File: src/design/hkrb_pkg.sv
// ----------------------------------------------------------------------------
// hkrb_pkg
// Shared types and codes for the keyboard report builder.
// ----------------------------------------------------------------------------
package hkrb_pkg;

  localparam int unsigned CODE_W      = 8;
  localparam int unsigned MOD_W       = 8;
  localparam int unsigned MOD_IDX_W   = 3;
  localparam int unsigned KIND_W      = 2;
  localparam int unsigned SHOWN_SLOTS = 6;
  localparam int unsigned IN_DATA_W   = 16;
  localparam int unsigned IN_USER_W   = 3;
  localparam int unsigned OUT_DATA_W  = MOD_W + SHOWN_SLOTS * CODE_W;

  typedef logic [KIND_W-1:0] kind_t;

  localparam kind_t EV_KEY_DOWN = 2'd0;
  localparam kind_t EV_KEY_UP   = 2'd1;

  // One accepted key event as seen by every cell.
  typedef struct packed {
    logic                 key_evt;
    logic                 down;
    logic                 is_mod;
    logic [MOD_IDX_W-1:0] mod_idx;
    logic [CODE_W-1:0]    code;
  } hkrb_evt_t;

endpackage

File: src/design/hid_keyboard_report_builder.sv
// ----------------------------------------------------------------------------
// hid_keyboard_report_builder
// Keeps a keyboard report and sends it after every event taken in, ignored kinds too.
// ----------------------------------------------------------------------------
//  channel | dir | tdata                              | tuser
//  in_     | in  | modifier_index, usage_code         | event_kind, is_modifier
//  out_    | out | modifier_bits, key_slot_0..5       | -
//
// An event goes through the row of slot cells in the cycle it is transferred,
// and its report goes into the output register: one event per cycle unless the
// output stalls. The output register gates input: a new event is taken once the
// held report is transferred or in that same cycle. Reset empties the report.
module hid_keyboard_report_builder #(
  parameter int unsigned SLOT_COUNT = 6
) (
  input  logic                                clk,
  input  logic                                rst_n,
  input  logic                                in_tvalid,
  output logic                                in_tready,
  // [2:0] modifier_index, [10:3] usage_code, [15:11] zero
  input  logic [hkrb_pkg::IN_DATA_W-1:0]      in_tdata,
  // [1:0] event_kind, [2] is_modifier
  input  logic [hkrb_pkg::IN_USER_W-1:0]      in_tuser,
  output logic                                out_tvalid,
  input  logic                                out_tready,
  // [7:0] modifier_bits, then key_slot_0 to key_slot_5, eight bits each
  output logic [hkrb_pkg::OUT_DATA_W-1:0]     out_tdata
);
  import hkrb_pkg::*;

  logic                  in_xfer;
  kind_t                 kind;
  hkrb_evt_t             evt;
  logic [SLOT_COUNT:0]   taken;
  logic [CODE_W-1:0]     slot_nxt [SLOT_COUNT];
  logic [CODE_W-1:0]     shown [SHOWN_SLOTS];
  logic [MOD_W-1:0]      mod_nxt;
  logic [OUT_DATA_W-1:0] report;
  logic                  out_tvalid_r;
  logic [OUT_DATA_W-1:0] out_tdata_r;

  assign in_tready = !out_tvalid_r || out_tready;
  assign in_xfer   = in_tvalid && in_tready;
  assign kind      = in_tuser[KIND_W-1:0];

  assign evt.key_evt = in_xfer && ((kind == EV_KEY_DOWN) || (kind == EV_KEY_UP));
  assign evt.down    = (kind == EV_KEY_DOWN);
  assign evt.is_mod  = in_tuser[KIND_W];
  assign evt.mod_idx = in_tdata[MOD_IDX_W-1:0];
  assign evt.code    = in_tdata[MOD_IDX_W +: CODE_W];

  hkrb_mod_cell u_mod (
    .clk     (clk),
    .rst_n   (rst_n),
    .evt     (evt),
    .mod_nxt (mod_nxt)
  );

  assign taken[0] = 1'b0;

  for (genvar k = 0; k < SLOT_COUNT; k++) begin : g_cell
    hkrb_slot_cell u_cell (
      .clk       (clk),
      .rst_n     (rst_n),
      .evt       (evt),
      .taken_in  (taken[k]),
      .taken_out (taken[k+1]),
      .slot_nxt  (slot_nxt[k])
    );
  end

  for (genvar k = 0; k < SHOWN_SLOTS; k++) begin : g_shown
    if (k < SLOT_COUNT) begin : g_used
      assign shown[k] = slot_nxt[k];
    end else begin : g_empty
      assign shown[k] = '0;
    end
    assign report[MOD_W + k*CODE_W +: CODE_W] = shown[k];
  end

  assign report[MOD_W-1:0] = mod_nxt;

  always_ff @(posedge clk) begin
    if (!rst_n) begin
      out_tvalid_r <= 1'b0;
    end else if (in_xfer) begin
      out_tvalid_r <= 1'b1;
    end else if (out_tready) begin
      out_tvalid_r <= 1'b0;
    end
  end

  always_ff @(posedge clk) begin
    if (in_xfer) begin
      out_tdata_r <= report;
    end
  end

  assign out_tvalid = out_tvalid_r;
  assign out_tdata  = out_tdata_r;

endmodule

File: src/design/hkrb_slot_cell.sv
// ----------------------------------------------------------------------------
// hkrb_slot_cell
// One key slot. Claims the event when no earlier cell has and it matches.
// ----------------------------------------------------------------------------
module hkrb_slot_cell (
  input  logic                     clk,
  input  logic                     rst_n,
  input  hkrb_pkg::hkrb_evt_t      evt,
  input  logic                     taken_in,
  output logic                     taken_out,
  output logic [hkrb_pkg::CODE_W-1:0] slot_nxt
);
  import hkrb_pkg::*;

  logic [CODE_W-1:0] slot_r;
  logic              upd;
  logic              match;
  logic              hit;

  assign upd       = evt.key_evt && !evt.is_mod && (evt.code != '0);
  assign match     = evt.down ? (slot_r == '0) : (slot_r == evt.code);
  assign hit       = upd && !taken_in && match;
  assign taken_out = taken_in || match;

  always_comb begin
    slot_nxt = slot_r;
    if (hit) begin
      slot_nxt = evt.down ? evt.code : '0;
    end
  end

  always_ff @(posedge clk) begin
    if (!rst_n) begin
      slot_r <= '0;
    end else begin
      slot_r <= slot_nxt;
    end
  end

endmodule

File: src/design/hkrb_mod_cell.sv
// ----------------------------------------------------------------------------
// hkrb_mod_cell
// Modifier bitmap of the report.
// ----------------------------------------------------------------------------
module hkrb_mod_cell (
  input  logic                       clk,
  input  logic                       rst_n,
  input  hkrb_pkg::hkrb_evt_t        evt,
  output logic [hkrb_pkg::MOD_W-1:0] mod_nxt
);
  import hkrb_pkg::*;

  logic [MOD_W-1:0] mod_r;
  logic [MOD_W-1:0] mask;

  assign mask = MOD_W'(1) << evt.mod_idx;

  always_comb begin
    mod_nxt = mod_r;
    if (evt.key_evt && evt.is_mod) begin
      mod_nxt = evt.down ? (mod_r | mask) : (mod_r & ~mask);
    end
  end

  always_ff @(posedge clk) begin
    if (!rst_n) begin
      mod_r <= '0;
    end else begin
      mod_r <= mod_nxt;
    end
  end

endmodule

File: config.mk
export PLATFORM = sky130hd
export DESIGN_NAME = hid_keyboard_report_builder
export DESIGN_NICKNAME = d
export VERILOG_FILES = /design/src/design/hkrb_pkg.sv /design/src/design/hid_keyboard_report_builder.sv /design/src/design/hkrb_slot_cell.sv /design/src/design/hkrb_mod_cell.sv
export SDC_FILE = /design/constraint.sdc
export NUM_CORES = 1
export LEC_CHECK = 0
export CORE_AREA = 8 8 145 79
export CTS_CLUSTER_DIAMETER = 30
export DETAILED_ROUTE_END_ITERATION = 8
export DIE_AREA = 0 0 153 87
export DONT_BUFFER_PORTS = 1
export GPL_TIMING_DRIVEN = 0
export PLACE_DENSITY = 0.74
export SYNTH_ARGS = -nofsm -noshare
export SYNTH_HDL_FRONTEND = slang
export SYNTH_SLANG_ARGS = --single-unit
File: constraint.sdc
create_clock -name clk -period 2.2 [get_ports clk]
set_clock_uncertainty 0.2 [all_clocks]
set_input_delay 0.11 -clock clk [delete_from_list [all_inputs] [get_ports clk]]
set_output_delay 0.11 -clock clk [all_outputs]
set_load 0.01 [all_outputs]
### Word-level counts from Yosys, hierarchy flattened

Index checks and enable logic that the tools add are counted.

| word-level totals | value |
|---|---|
| flip-flop bits (word level) | 113 |
| input bits | 23 |
| output and inout bits | 58 |
| word-level logic and storage cells | 75 |

| operators by class | value |
|---|---|
| equality and inequality tests | 7 |
| shifts and indexed selects | 1 |
| muxes and demuxes | 17 |
| bitwise operators | 3 |
| reduce and logical (&&, ||, !) cells | 38 |

Operators by type and width:

| cell | count |
|---|---|
| two-way mux 8 bit | 9 |
| == test 8 bit | 6 |
| logical NOT 8 bit | 6 |
| logical AND 1 bit | 16 |
| AND 8 bit | 1 |
| two-way mux 1 bit | 8 |
| NOT 8 bit | 1 |
| bitwise OR 8 bit | 1 |
| nonzero test 8 bit | 1 |
| << shifter 1 x 3 -> 8 bit, first input constant | 1 |
| logical NOT 1 bit | 7 |
| logical OR 1 bit | 6 |
| == test 2 x 1 -> 1 bit, second input constant | 1 |
| logical NOT 2 bit | 1 |
| nonzero test 2 bit | 1 |

### Longest topological paths before layout

Gate-level depths: netlist of the first run.

| depth | value |
|---|---|
| word-level depth | 10 |
| gate-level depth with buffers | 10 |
| gate-level depth less buffers | 6 |

### Hierarchy

From an unflattened synthesis of the first run, not the netlist that was laid out.

| second synthesis, totals | value |
|---|---|
| cells, all modules | 626 |
| area total of the unflattened synthesis | 6,099.6 µm² |

By module, submodules not included:

| module | instances | cells an instance | area an instance (µm²) | sequential area each (µm²) |
|---|---|---|---|---|
| hkrb_slot_cell | 6 | 86 | 649.4 | 160.2 |
| hid_keyboard_report_builder | 1 | 64 | 1,756.7 | 1,701.6 |
| hkrb_mod_cell | 1 | 46 | 446.7 | 160.2 |

### Least setup slack after synthesis of the first run

OpenSTA, ideal clock, no wires.

| path | value |
|---|---|
| path kind | reg-to-reg |
| start point | register out_tvalid_r, in the netlist out_tvalid |
| end point | register out_tdata_r[37], in the netlist out_tdata[37] (data pin) |
| setup time | 260 ps |
| data arrival time | 1,951 ps |
| data required time | 1,740 ps |
| slack | -212 ps |
| stages on the path, launching flop included | 9 |
| path buffers | 2 |
| clock period less this slack | 2,412 ps |
| path through | dfxtp_1 nor2b_1 a2111oi_4 nand3_2 nor4b_4 nand2b_1 buf_4 buf_6 mux2_4 |

| on the way | value |
|---|---|
| longest elaborated chain between the ends | 9 |

RTL lines:

| item | RTL line | source |
|---|---|---|
| start: declaration | hid_keyboard_report_builder.sv:39 | `logic out_tvalid_r;` |
| start signal: assignment | hid_keyboard_report_builder.sv:85 | `out_tvalid_r <= 1'b0;` |
| start signal: assignment | hid_keyboard_report_builder.sv:87 | `out_tvalid_r <= 1'b1;` |
| start signal: assignment | hid_keyboard_report_builder.sv:89 | `out_tvalid_r <= 1'b0;` |
| logical NOT 1 bit | hid_keyboard_report_builder.sv:42 | `assign in_tready = !out_tvalid_r \|\| out_tready;` |
| logical OR 1 bit | hid_keyboard_report_builder.sv:42 |  |
| logical AND 1 bit | hid_keyboard_report_builder.sv:43 | `assign in_xfer = in_tvalid && in_tready;` |
| logical AND 1 bit | hid_keyboard_report_builder.sv:46 | `assign evt.key_evt = in_xfer && ((kind == EV_KEY_DOWN) \|\| (kind == EV_KEY_UP));` |
| logical AND 1 bit (2 in series) | hkrb_slot_cell.sv:20 | `assign upd = evt.key_evt && !evt.is_mod && (evt.code != '0);` |
| logical AND 1 bit (2 in series) | hkrb_slot_cell.sv:22 | `assign hit = upd && !taken_in && match;` |
| two-way mux 8 bit | hkrb_slot_cell.sv:27 | `if (hit) begin` |
| net g_cell[3].u_cell.slot_nxt, one bit | hkrb_slot_cell.sv:11 | `output logic [hkrb_pkg::CODE_W-1:0] slot_nxt` |
| end signal: assignment | hid_keyboard_report_builder.sv:95 | `out_tdata_r <= report;` |
| end: declaration | hid_keyboard_report_builder.sv:40 | `logic [OUT_DATA_W-1:0] out_tdata_r;` |

The timed path passes the listed nets, and every way through them passes these cells.
A chain may end at the register's enable or synchronous reset.

### Worst setup path after layout of the first run

| path | value |
|---|---|
| start point | register out_tvalid_r, in the netlist out_tvalid |
| end point | register out_tdata_r[46], in the netlist out_tdata[46] (data pin) |

| on the way | value |
|---|---|
| longest elaborated chain between the ends | 9 |

RTL lines:

| item | RTL line |
|---|---|
| logical NOT 1 bit | hid_keyboard_report_builder.sv:42 |
| logical OR 1 bit | hid_keyboard_report_builder.sv:42 |
| logical AND 1 bit | hid_keyboard_report_builder.sv:43 |
| logical AND 1 bit | hid_keyboard_report_builder.sv:46 |
| logical AND 1 bit (2 in series) | hkrb_slot_cell.sv:20 |
| logical AND 1 bit (2 in series) | hkrb_slot_cell.sv:22 |
| two-way mux 8 bit | hkrb_slot_cell.sv:27 |
| net g_cell[4].u_cell.slot_nxt, one bit | hkrb_slot_cell.sv:11 |

The timed path passes the listed nets, and every way through them passes these cells.

==> results of run 1 <==
==> cells by family (layout without fill, tap and decap cells) <==
| family | count (synthesis) | count (layout) | share of synthesized area [%] |
|---|---|---|---|
| AND/OR/NAND/NOR | 129 | 129 | 14.4 |
| multiplexers | 75 | 75 | 16.1 |
| XOR/XNOR | 48 | 48 | 8.08 |
| AO/OA/AOI/OAI | 20 | 20 | 3.41 |
| buffers and inverters | 36 | 109 | 3.80 |
| flip-flops | 113 | 113 | 54.2 |
==> Yosys cell counts (all sizes together) <==
| cell | count |
|---|---|
| mux2i | 24 |
| a211o | 1 |
| a2111oi | 1 |
| a21boi | 1 |
| nand2 | 36 |
| clkbuf | 15 |
| nand3 | 9 |
| nand4 | 5 |
| or4 | 2 |
| edfxtp | 56 |
| nand2b | 3 |
| xnor2 | 26 |
| inv | 4 |
| xor2 | 22 |
| o31ai | 1 |
| mux2 | 51 |
| nand3b | 1 |
| buf | 17 |
| nor3 | 5 |
| o21ai | 7 |
| nor3b | 1 |
| nor2 | 5 |
| and3 | 2 |
| nor4b | 1 |
| and2 | 40 |
| nor4 | 18 |
| o41ai | 6 |
| dfxtp | 57 |
| nor2b | 1 |
| a31oi | 2 |
| o211ai | 1 |
==> stage by stage <==
stage	instances	hold slack, ns	setup TNS, ns	total power (µW)
after floorplan	421	0.136	-0.833	2520
after global placement	547	0.162	-32.42	2590
after detailed placement	547	0.177	-37.56	2600
after CTS	608	0.00137	-4.08	5260
after global routing	620	0.0349	-12.29	5420
final	620	0.0385	-9.59	5260
==> final cells by class <==
type / instances / area (µm²)
plain buffers: 31 / 219
clock buffers: 21 / 460
clock inverters: 11 / 114
fillers: 659 / 3040
inverters: 4 / 18.8
multi-input cells: 272 / 2410
flip-flops and latches: 113 / 2850
well taps: 126 / 158
repair buffers: 39 / 375
repair inverters: 3 / 22.5
==> what timing repair did <==
item / in CTS / in global routing
pin swaps: 13 / 12
hold endpoints to repair: 24 / 10
setup buffers: 19 / 11
endpoints found under the setup margin: 152 / 127
gates resized for setup: 52 / 33
hold buffers: 8 / 2
gates cloned: 2 / 1
==> routing by layer <==
layer  up-vias  track usage (%)  part of all wire (%)
met5         -                0                     0
met4         0             9.09                   2.5
met3        32             7.18                   9.7
met2       196             32.3                    46
met1      1789             26.9                    42
li1       1620                -                     -
==> path summary, 6_finish.rpt <==
path	end	slack, ns	cells past startpoint
setup / recovery	out_tdata[46]	-0.22	8
hold / removal	out_tdata[3]	0.04	3
setup reg to reg	out_tdata[46]	-0.22	8
hold reg to reg	g_cell[3].u_cell.slot_r[1]	0.32	2
==> power groups by stage <==
| stage | clock [µW] | combinational [µW] | sequential (µW) |
|---|---|---|---|
| after CTS | 2670 | 284 | 2310 |
| after global placement | 0 | 236 | 2360 |
| after detailed placement | 0 | 241 | 2360 |
| after floorplan | 0 | 179 | 2350 |
| final | 2640 | 315 | 2310 |
| after global routing | 2780 | 331 | 2320 |
==> sequential cells by signal, indices dropped and copies added, names as in the netlist <==
signal and flops:
g_cell.u_cell.slot_r 48, out_tdata 56, out_tvalid 1, u_mod.mod_r 8
==> critical path, cell delays in order (launching register included) <==
cell and delay [ns]:
dfxtp_2 0.34, nor2b_4 0.15, a2111oi_4 0.27, nand3_2 0.16, nor4b_4 0.28, buf_6 0.17, nand3_4 0.12, buf_12 0.18
mux2_4 0.28
==> impl_metrics.json, run 1 <==
{
  "chipWidth_um": 153,
  "post-dp-hpwl_um": 8280,
  "grt_max_degree": 29,
  "post-route-drc-count": 0,
  "worst_pin_slew_ns": 0.614,
  "wl_um": 14100,
  "fin_util_pct": 68.6,
  "timing.final.crit_share_pct": 110,
  "grt_pass1_wl_um": 20900,
  "cts_sinks": 113,
  "synth_area_leaders": "edfxtp_1 32%, dfxtp_1 22%, mux2_2 9.7%",
  "grt_usage_pct": 21.1,
  "yosysSeqAreaShare_pct": 54.2,
  "violations": "negative setup slack",
  "crit_fanout": 4,
  "grt_antenna_before_repair": 0,
  "ant_nets": 0,
  "p_int_uw": 4080,
  "cp-start-kind": "flip-flop",
  "drv_cap": 0,
  "std_cell_rows": 26,
  "cts_max_level": 4,
  "power.switching_uw": 1180,
  "seqPwrFrac_pct": 43.9,
  "clk_transition_reported_paths_ns": 0.06,
  "pre_cts_ws_ns": -0.455,
  "grt_pass1_vias": 3620,
  "final_cell_mix": "56 x edfxtp_1, 38 x dfxtp_1, 35 x nand2_1, 34 x mux2_2, 31 x and2_1",
  "yosys.area.top_type": "edfxtp_1",
  "yosysTopAreaCellShare_pct": 32.3,
  "cp-end-kind": "flip-flop",
  "io_buffers": 0,
  "hold_path_class": "in -> reg",
  "irDropWorstVdd_mv": 0.505,
  "crit_type": "reg -> reg",
  "switching_share_pct": 22.4,
  "dpl_cell_area_um2": 5420,
  "via_per_inst": 5.87,
  "core_region_area_um2": 9660,
  "die_h_um": 87,
  "n_antenna_cell": 0,
  "fin_ws_ns": -0.221,
  "cp.required_ns": 2.16,
  "reg2reg_from": "out_tvalid",
  "cts_tree": "yes",
  "hold_viol": 0,
  "drt_iter0_markers": 347,
  "drtPass1Iterations": 4,
  "vias": 3637,
  "die_area_um2": 13300,
  "io_pins": 81,
  "drive_gt1_share_pct": 37.9,
  "cts_buffer_depth": 2,
  "hold_start": "in_tdata[2]",
  "slew_headroom_pct": 59.1,
  "drv_slew": 0,
  "clockPowerShare_pct": 50.1,
  "avgRoutedWirePerCell_um": 22.7,
  "start_util_pct": 53.9,
  "gp_congestion": 0.860,
  "insertion_delay_ns": 0.41,
  "nNetsFinal": 504,
  "crit_path_start": "out_tvalid",
  "design_area_um2": 6630,
  "grt_overflow": 0,
  "fmax_mhz": 413,
  "cts-root-buf": "clkbuf_16",
  "synth_cell_type_count": 39,
  "netlist_instances": 421,
  "yosysWarnings": 0,
  "power.density_nw_per_um2": 794,
  "setup_viol": 78,
  "status": "finished with violations",
  "rsz0062_at_grt": "yes",
  "cts_buffers": 17,
  "syn_nets": 444,
  "ys_ff_latch": 113,
  "layout-area-overhead-vs-synth_pct": 27.3,
  "min_period_ns": 2.42,
  "final_common_cell": "edfxtp_1",
  "combPwrFrac_pct": 6.0,
  "critPathArrivalTime_ns": 2.38,
  "postSynthAreaPerCell_um2": 12.4,
  "p_leak_uw": 0.00268,
  "syn_area_um2": 5200
}
(Power assumes the default switching activity.)
==> inputs of run 2 (changes only) <==
--- a/config.mk
+++ b/config.mk
@@ -12,6 +12,8 @@
 export DONT_BUFFER_PORTS = 1
 export GPL_TIMING_DRIVEN = 0
 export PLACE_DENSITY = 0.74
+export SKIP_CTS_REPAIR_TIMING = 1
+export SKIP_LAST_GASP = 1
 export SYNTH_ARGS = -nofsm -noshare
 export SYNTH_HDL_FRONTEND = slang
 export SYNTH_SLANG_ARGS = --single-unit
==> impl_metrics.json, run 2 (synthesized netlist as in run 1, its figures left out) <==
{
  "power.density_nw_per_um2": 797,
  "die_area_um2": 13300,
  "path_cells": "xor2_1 -> nor4_2 -> a31oi_2 -> nor4b_4 -> buf_6 -> nand3_4 -> buf_12 -> mux2_4",
  "cpPeakStageDelay_ns": 0.40,
  "design_area_um2": 6610,
  "crit_fanout": 6,
  "timing.final.crit_share_pct": 112,
  "io_buffers": 0,
  "irDropWorstVdd_mv": 0.510,
  "drive_gt1_share_pct": 35.9,
  "drtPass1Iterations": 5,
  "m1WireLength_um": 6140,
  "cts-root-buf": "clkbuf_16",
  "dpl_cell_area_um2": 5420,
  "wl_met2_um": 6390,
  "start_util_pct": 53.9,
  "std_cell_rows": 26,
  "worst_pin_slew_ns": 0.650,
  "cp-end-kind": "flip-flop",
  "crit_type": "reg -> reg",
  "die_h_um": 87,
  "core_region_area_um2": 9660,
  "drv_cap": 0,
  "status": "finished with violations",
  "cts_max_level": 4,
  "post-dp-hpwl_um": 8280,
  "met3_length_um": 1180,
  "hold_viol": 0,
  "rsz0062_at_grt": "yes",
  "cp_top_family": "simple AND/OR/NAND/NOR gates",
  "cts_buffer_depth": 2,
  "io_pins": 81,
  "hold_path_class": "in -> reg",
  "fin_ws_ns": -0.274,
  "n_antenna_cell": 0,
  "grt_max_degree": 57,
  "chipWidth_um": 153,
  "setup_viol": 115,
  "drt_iter0_markers": 424,
  "nNetsFinal": 498,
  "cts_buffers": 17,
  "highest_layer": "met4",
  "violations": "negative setup slack",
  "cp-start-kind": "flip-flop",
  "area.sequential_um2": 2840,
  "grt_pass1_vias": 3348,
  "post-route-drc-count": 0,
  "fillers": 662,
  "multi_input_area_um2": 2420,
  "layout-area-overhead-vs-synth_pct": 26.9,
  "cp.required_ns": 2.15,
  "cts_sinks": 113,
  "avgRoutedWirePerCell_um": 22.8,
  "via_per_inst": 5.87,
  "drv_slew": 0,
  "fmax_mhz": 404,
  "cp.buffers_inverters": 2,
  "critPathArrivalTime_ns": 2.43,
  "final_common_cell": "edfxtp_1",
  "grt_pass1_wl_um": 19100,
  "grt_overflow": 0,
  "clk_transition_reported_paths_ns": 0.05,
  "grt_usage_pct": 19.2,
  "crit_slowest_cell": "dfxtp_1",
  "gp_congestion": 0.860,
  "largest_reg_flops": 56,
  "final_cell_mix": "56 x edfxtp_1, 48 x dfxtp_1, 36 x nand2_1, 29 x mux2_2, 26 x and2_1",
  "grt_antenna_before_repair": 0,
  "min_period_ns": 2.47,
  "vias": 3605,
  "p_leak_uw": 0.00269,
  "wl_um": 14000,
  "ant_nets": 0,
  "cts_tree": "yes",
  "slew_headroom_pct": 56.7,
  "insertion_delay_ns": 0.41,
  "fin_tns_setup_ns": -10.73
}
==> run 2: cell count changes in the layout (fill, tap and decap cells not counted), moves of 4 or more <==
cell / change
xnor2_2: +4
mux2_4: +5
and2_1: -5
mux2_2: -5
dfxtp_2: -12
dfxtp_1: +10
xnor2_1: -4
and2_4: +5
buf_4: -5
==> run 2: worst paths after layout <==
kind	slack (ns)	cells after the start	startpoint	end
setup / recovery	-0.27	8	g_cell[2].u_cell.slot_r[6]	out_tdata[46]
hold / removal	0.01	2	in_tuser[2]	out_tdata[2]
setup reg to reg	-0.27	8	g_cell[2].u_cell.slot_r[6]	out_tdata[46]
hold reg to reg	0.32	2	g_cell[3].u_cell.slot_r[2]	g_cell[3].u_cell.slot_r[2]
==> run 2: routing by layer <==
| metal | vias up | track usage (%) |
|---|---|---|
| li1 | 1611 | - |
| met1 | 1792 | 24.9 |
| met2 | 176 | 29.2 |
| met4 | 0 | 7.40 |
| met5 | - | 0 |
| met3 | 26 | 6.78 |
==> run 2: where the power goes <==
group	internal, µW	leakage (µW)	switching (µW)
clock network	1710	0.000272	932
logic	112	0.00138	202
registers	2260	0.00103	47.6
total	4080	0.00269	1180
==> run 2: cell type report <==
class | instances | share of cell area (%)
multi-input cells | 272 | 36.7
flip-flops and latches | 113 | 43.0
repair inverters | 3 | 0.341
well taps | 126 | 2.39
inverters | 4 | 0.284
clock buffers | 21 | 6.97
repair buffers | 32 | 5.06
clock inverters | 11 | 1.72
plain buffers | 32 | 3.52
==> run 2: per-stage QoR <==
stage	instances	setup WS, ns	total power, µW	hold slack [ns]	utilization, %
floorplan	421	-0.163	2520	0.136	-
global placement	547	-0.435	2590	0.162	56.1
detailed placement	547	-0.455	2600	0.177	56.1
CTS	579	-0.424	5220	-0.237	62.0
global route	614	-0.326	5420	0.0255	68.4
finish	614	-0.274	5260	0.0136	68.4
==> run 2: worst register-to-register path: stages (launching register included) <==
cell,delay (ns)
dfxtp_1,0.40
xor2_1,0.22
nor4_2,0.09
a31oi_2,0.28
nor4b_4,0.26
buf_6,0.17
nand3_4,0.13
buf_12,0.19
mux2_4,0.28
==> inputs of run 3 (changes only) <==
--- a/config.mk
+++ b/config.mk
@@ -5,15 +5,15 @@
 export SDC_FILE = /design/constraint.sdc
 export NUM_CORES = 1
 export LEC_CHECK = 0
-export CORE_AREA = 8 8 145 79
+export CORE_AREA = 8 8 155 84
 export CTS_CLUSTER_DIAMETER = 30
 export DETAILED_ROUTE_END_ITERATION = 8
-export DIE_AREA = 0 0 153 87
+export DIE_AREA = 0 0 163 92
 export DONT_BUFFER_PORTS = 1
-export GPL_TIMING_DRIVEN = 0
-export PLACE_DENSITY = 0.74
+export PLACE_DENSITY = 0.75
 export SKIP_CTS_REPAIR_TIMING = 1
 export SKIP_LAST_GASP = 1
 export SYNTH_ARGS = -nofsm -noshare
 export SYNTH_HDL_FRONTEND = slang
+export SYNTH_HIERARCHICAL = 1
 export SYNTH_SLANG_ARGS = --single-unit
==> impl_metrics.json, run 3 <==
{
  "nNetsFinal": 760,
  "drv_cap": 0,
  "slew_headroom_pct": 39.3,
  "crit_type": "reg -> reg",
  "io_buffers": 0,
  "cp-start-kind": "flip-flop",
  "p_leak_uw": 0.00303,
  "critPathArrivalTime_ns": 3.37,
  "cts_buffer_depth": 2,
  "fillers": 659,
  "n_antenna_cell": 0,
  "setup_viol": 96,
  "multi_input_area_um2": 3040,
  "fin_ws_ns": -1.04,
  "grt_overflow": 0,
  "post-route-drc-count": 0,
  "final_cells": 894,
  "hold_path_class": "in -> reg",
  "worst_pin_slew_ns": 0.907,
  "gp_congestion": 0.873,
  "via_per_inst": 6.29,
  "cts_buffers": 17,
  "area.sequential_um2": 2830,
  "min_period_ns": 3.24,
  "final_common_cell": "nand2_1",
  "ant_nets": 0,
  "grt_pass1_wl_um": 26100,
  "chipWidth_um": 163,
  "fmax_mhz": 308,
  "io_pins": 81,
  "pre_cts_ws_ns": -0.900,
  "timing.final.crit_share_pct": 147,
  "drv_slew": 0,
  "grt_pass1_vias": 4830,
  "start_util_pct": 56.6,
  "hold-worst-slack_ns": -0.109,
  "rsz0062_at_grt": "yes",
  "insertion_delay_ns": 0.42,
  "drtPass1Iterations": 6,
  "hold_viol": 5,
  "netlist_instances": 623,
  "vias": 5622,
  "wl_um": 21100,
  "drt_iter0_markers": 839,
  "die_h_um": 92,
  "crit_fanout": 6,
  "cp.required_ns": 2.33,
  "cts_sinks": 113,
  "syn_area_um2": 6080,
  "final_cell_mix": "109 x nand2_1, 80 x buf_4, 57 x nand3_1, 56 x mux2i_1, 56 x edfxtp_1",
  "cp-end-kind": "flip-flop",
  "grt_max_degree": 65,
  "cts_max_level": 4,
  "core_region_area_um2": 10700,
  "yosysWarnings": 6,
  "status": "finished with violations",
  "avgRoutedWirePerCell_um": 23.6,
  "die_area_um2": 15000,
  "grt_usage_pct": 22.0,
  "std_cell_rows": 27,
  "clk_transition_reported_paths_ns": 0.06,
  "violations": "negative hold slack, negative setup slack",
  "place_inst": 809,
  "grt_antenna_before_repair": 0,
  "largest_reg_flops": 56,
  "post-dp-hpwl_um": 10700,
  "cts_tree": "yes",
  "irDropWorstVdd_mv": 0.577,
  "cts-root-buf": "clkbuf_16",
  "layout-area-overhead-vs-synth_pct": 31.8,
  "drive_gt1_share_pct": 28.6,
  "power.density_nw_per_um2": 690,
  "postSynthAreaPerCell_um2": 9.76
}
[run 3: critical path, stage by stage (launching register included)]
cell and delay, ns:
dfxtp_2 0.34, xor2_1 0.23, nor4_2 0.11, nand3_1 0.11, nand3b_1 0.11, nand3b_1 0.21, nand3b_1 0.21, nand3b_1 0.22
nand3b_1 0.25, a2111oi_4 0.27, and4_4 0.33, a41o_4 0.18, buf_12 0.14, mux2i_1 0.24
[run 3: report_power, final]
| group | internal (µW) | total (µW) | switching, µW |
|---|---|---|---|
| registers | 2260 | 2310 | 47.8 |
| clock network | 1870 | 2860 | 987 |
| logic | 135 | 369 | 234 |
[run 3: final cells by class]
cell class | count | share of cell area [%]
Sequential cell | 113 | 35.3
Clock inverter | 12 | 2.08
Tap cell | 145 | 2.26
Clock buffer | 19 | 5.40
Multi-Input combinational cell | 422 | 38.0
Timing Repair Buffer | 128 | 14.4
Inverter | 55 | 2.57
[run 3: path summary, 6_finish.rpt]
check | start | to | slack (ns) | cells after the start
setup / recovery | g_cell[0].u_cell/slot_r[2] | g_cell[5].u_cell/slot_r[3] | -1.04 | 13
hold / removal | in_tuser[2] | u_mod/mod_r[4] | -0.11 | 3
setup reg to reg | g_cell[0].u_cell/slot_r[2] | g_cell[5].u_cell/slot_r[3] | -1.04 | 13
hold reg to reg | u_mod/mod_r[2] | u_mod/mod_r[2] | 0.26 | 2
[run 3: per-stage QoR]
| stage | hold slack, ns | total power [µW] | instance area, µm² | util (%) | setup TNS (ns) |
|---|---|---|---|---|---|
| after floorplan | 0.0521 | 2520 | 6110 | - | -29.40 |
| after global placement | 0.0586 | 2550 | 6520 | 60.7 | -31.10 |
| after detailed placement | 0.0634 | 2560 | 6520 | 60.7 | -41.38 |
| after CTS | -0.370 | 5370 | 7120 | 66.3 | -49.27 |
| after global routing | -0.0869 | 5650 | 8020 | 74.6 | -61.51 |
| final | -0.109 | 5540 | 8020 | 74.6 | -55.71 |
[run 3: per-layer routing]
layer / vias up / wire length (µm) / track usage (%) / share of wire [%]
met5: - / 0 / 0 / 0
met4: 0 / 718 / 7.66 / 3.4
met3: 82 / 2630 / 6.16 / 13
met2: 437 / 9400 / 34.1 / 45
met1: 2702 / 8320 / 29.1 / 39
li1: 2401 / - / - / -
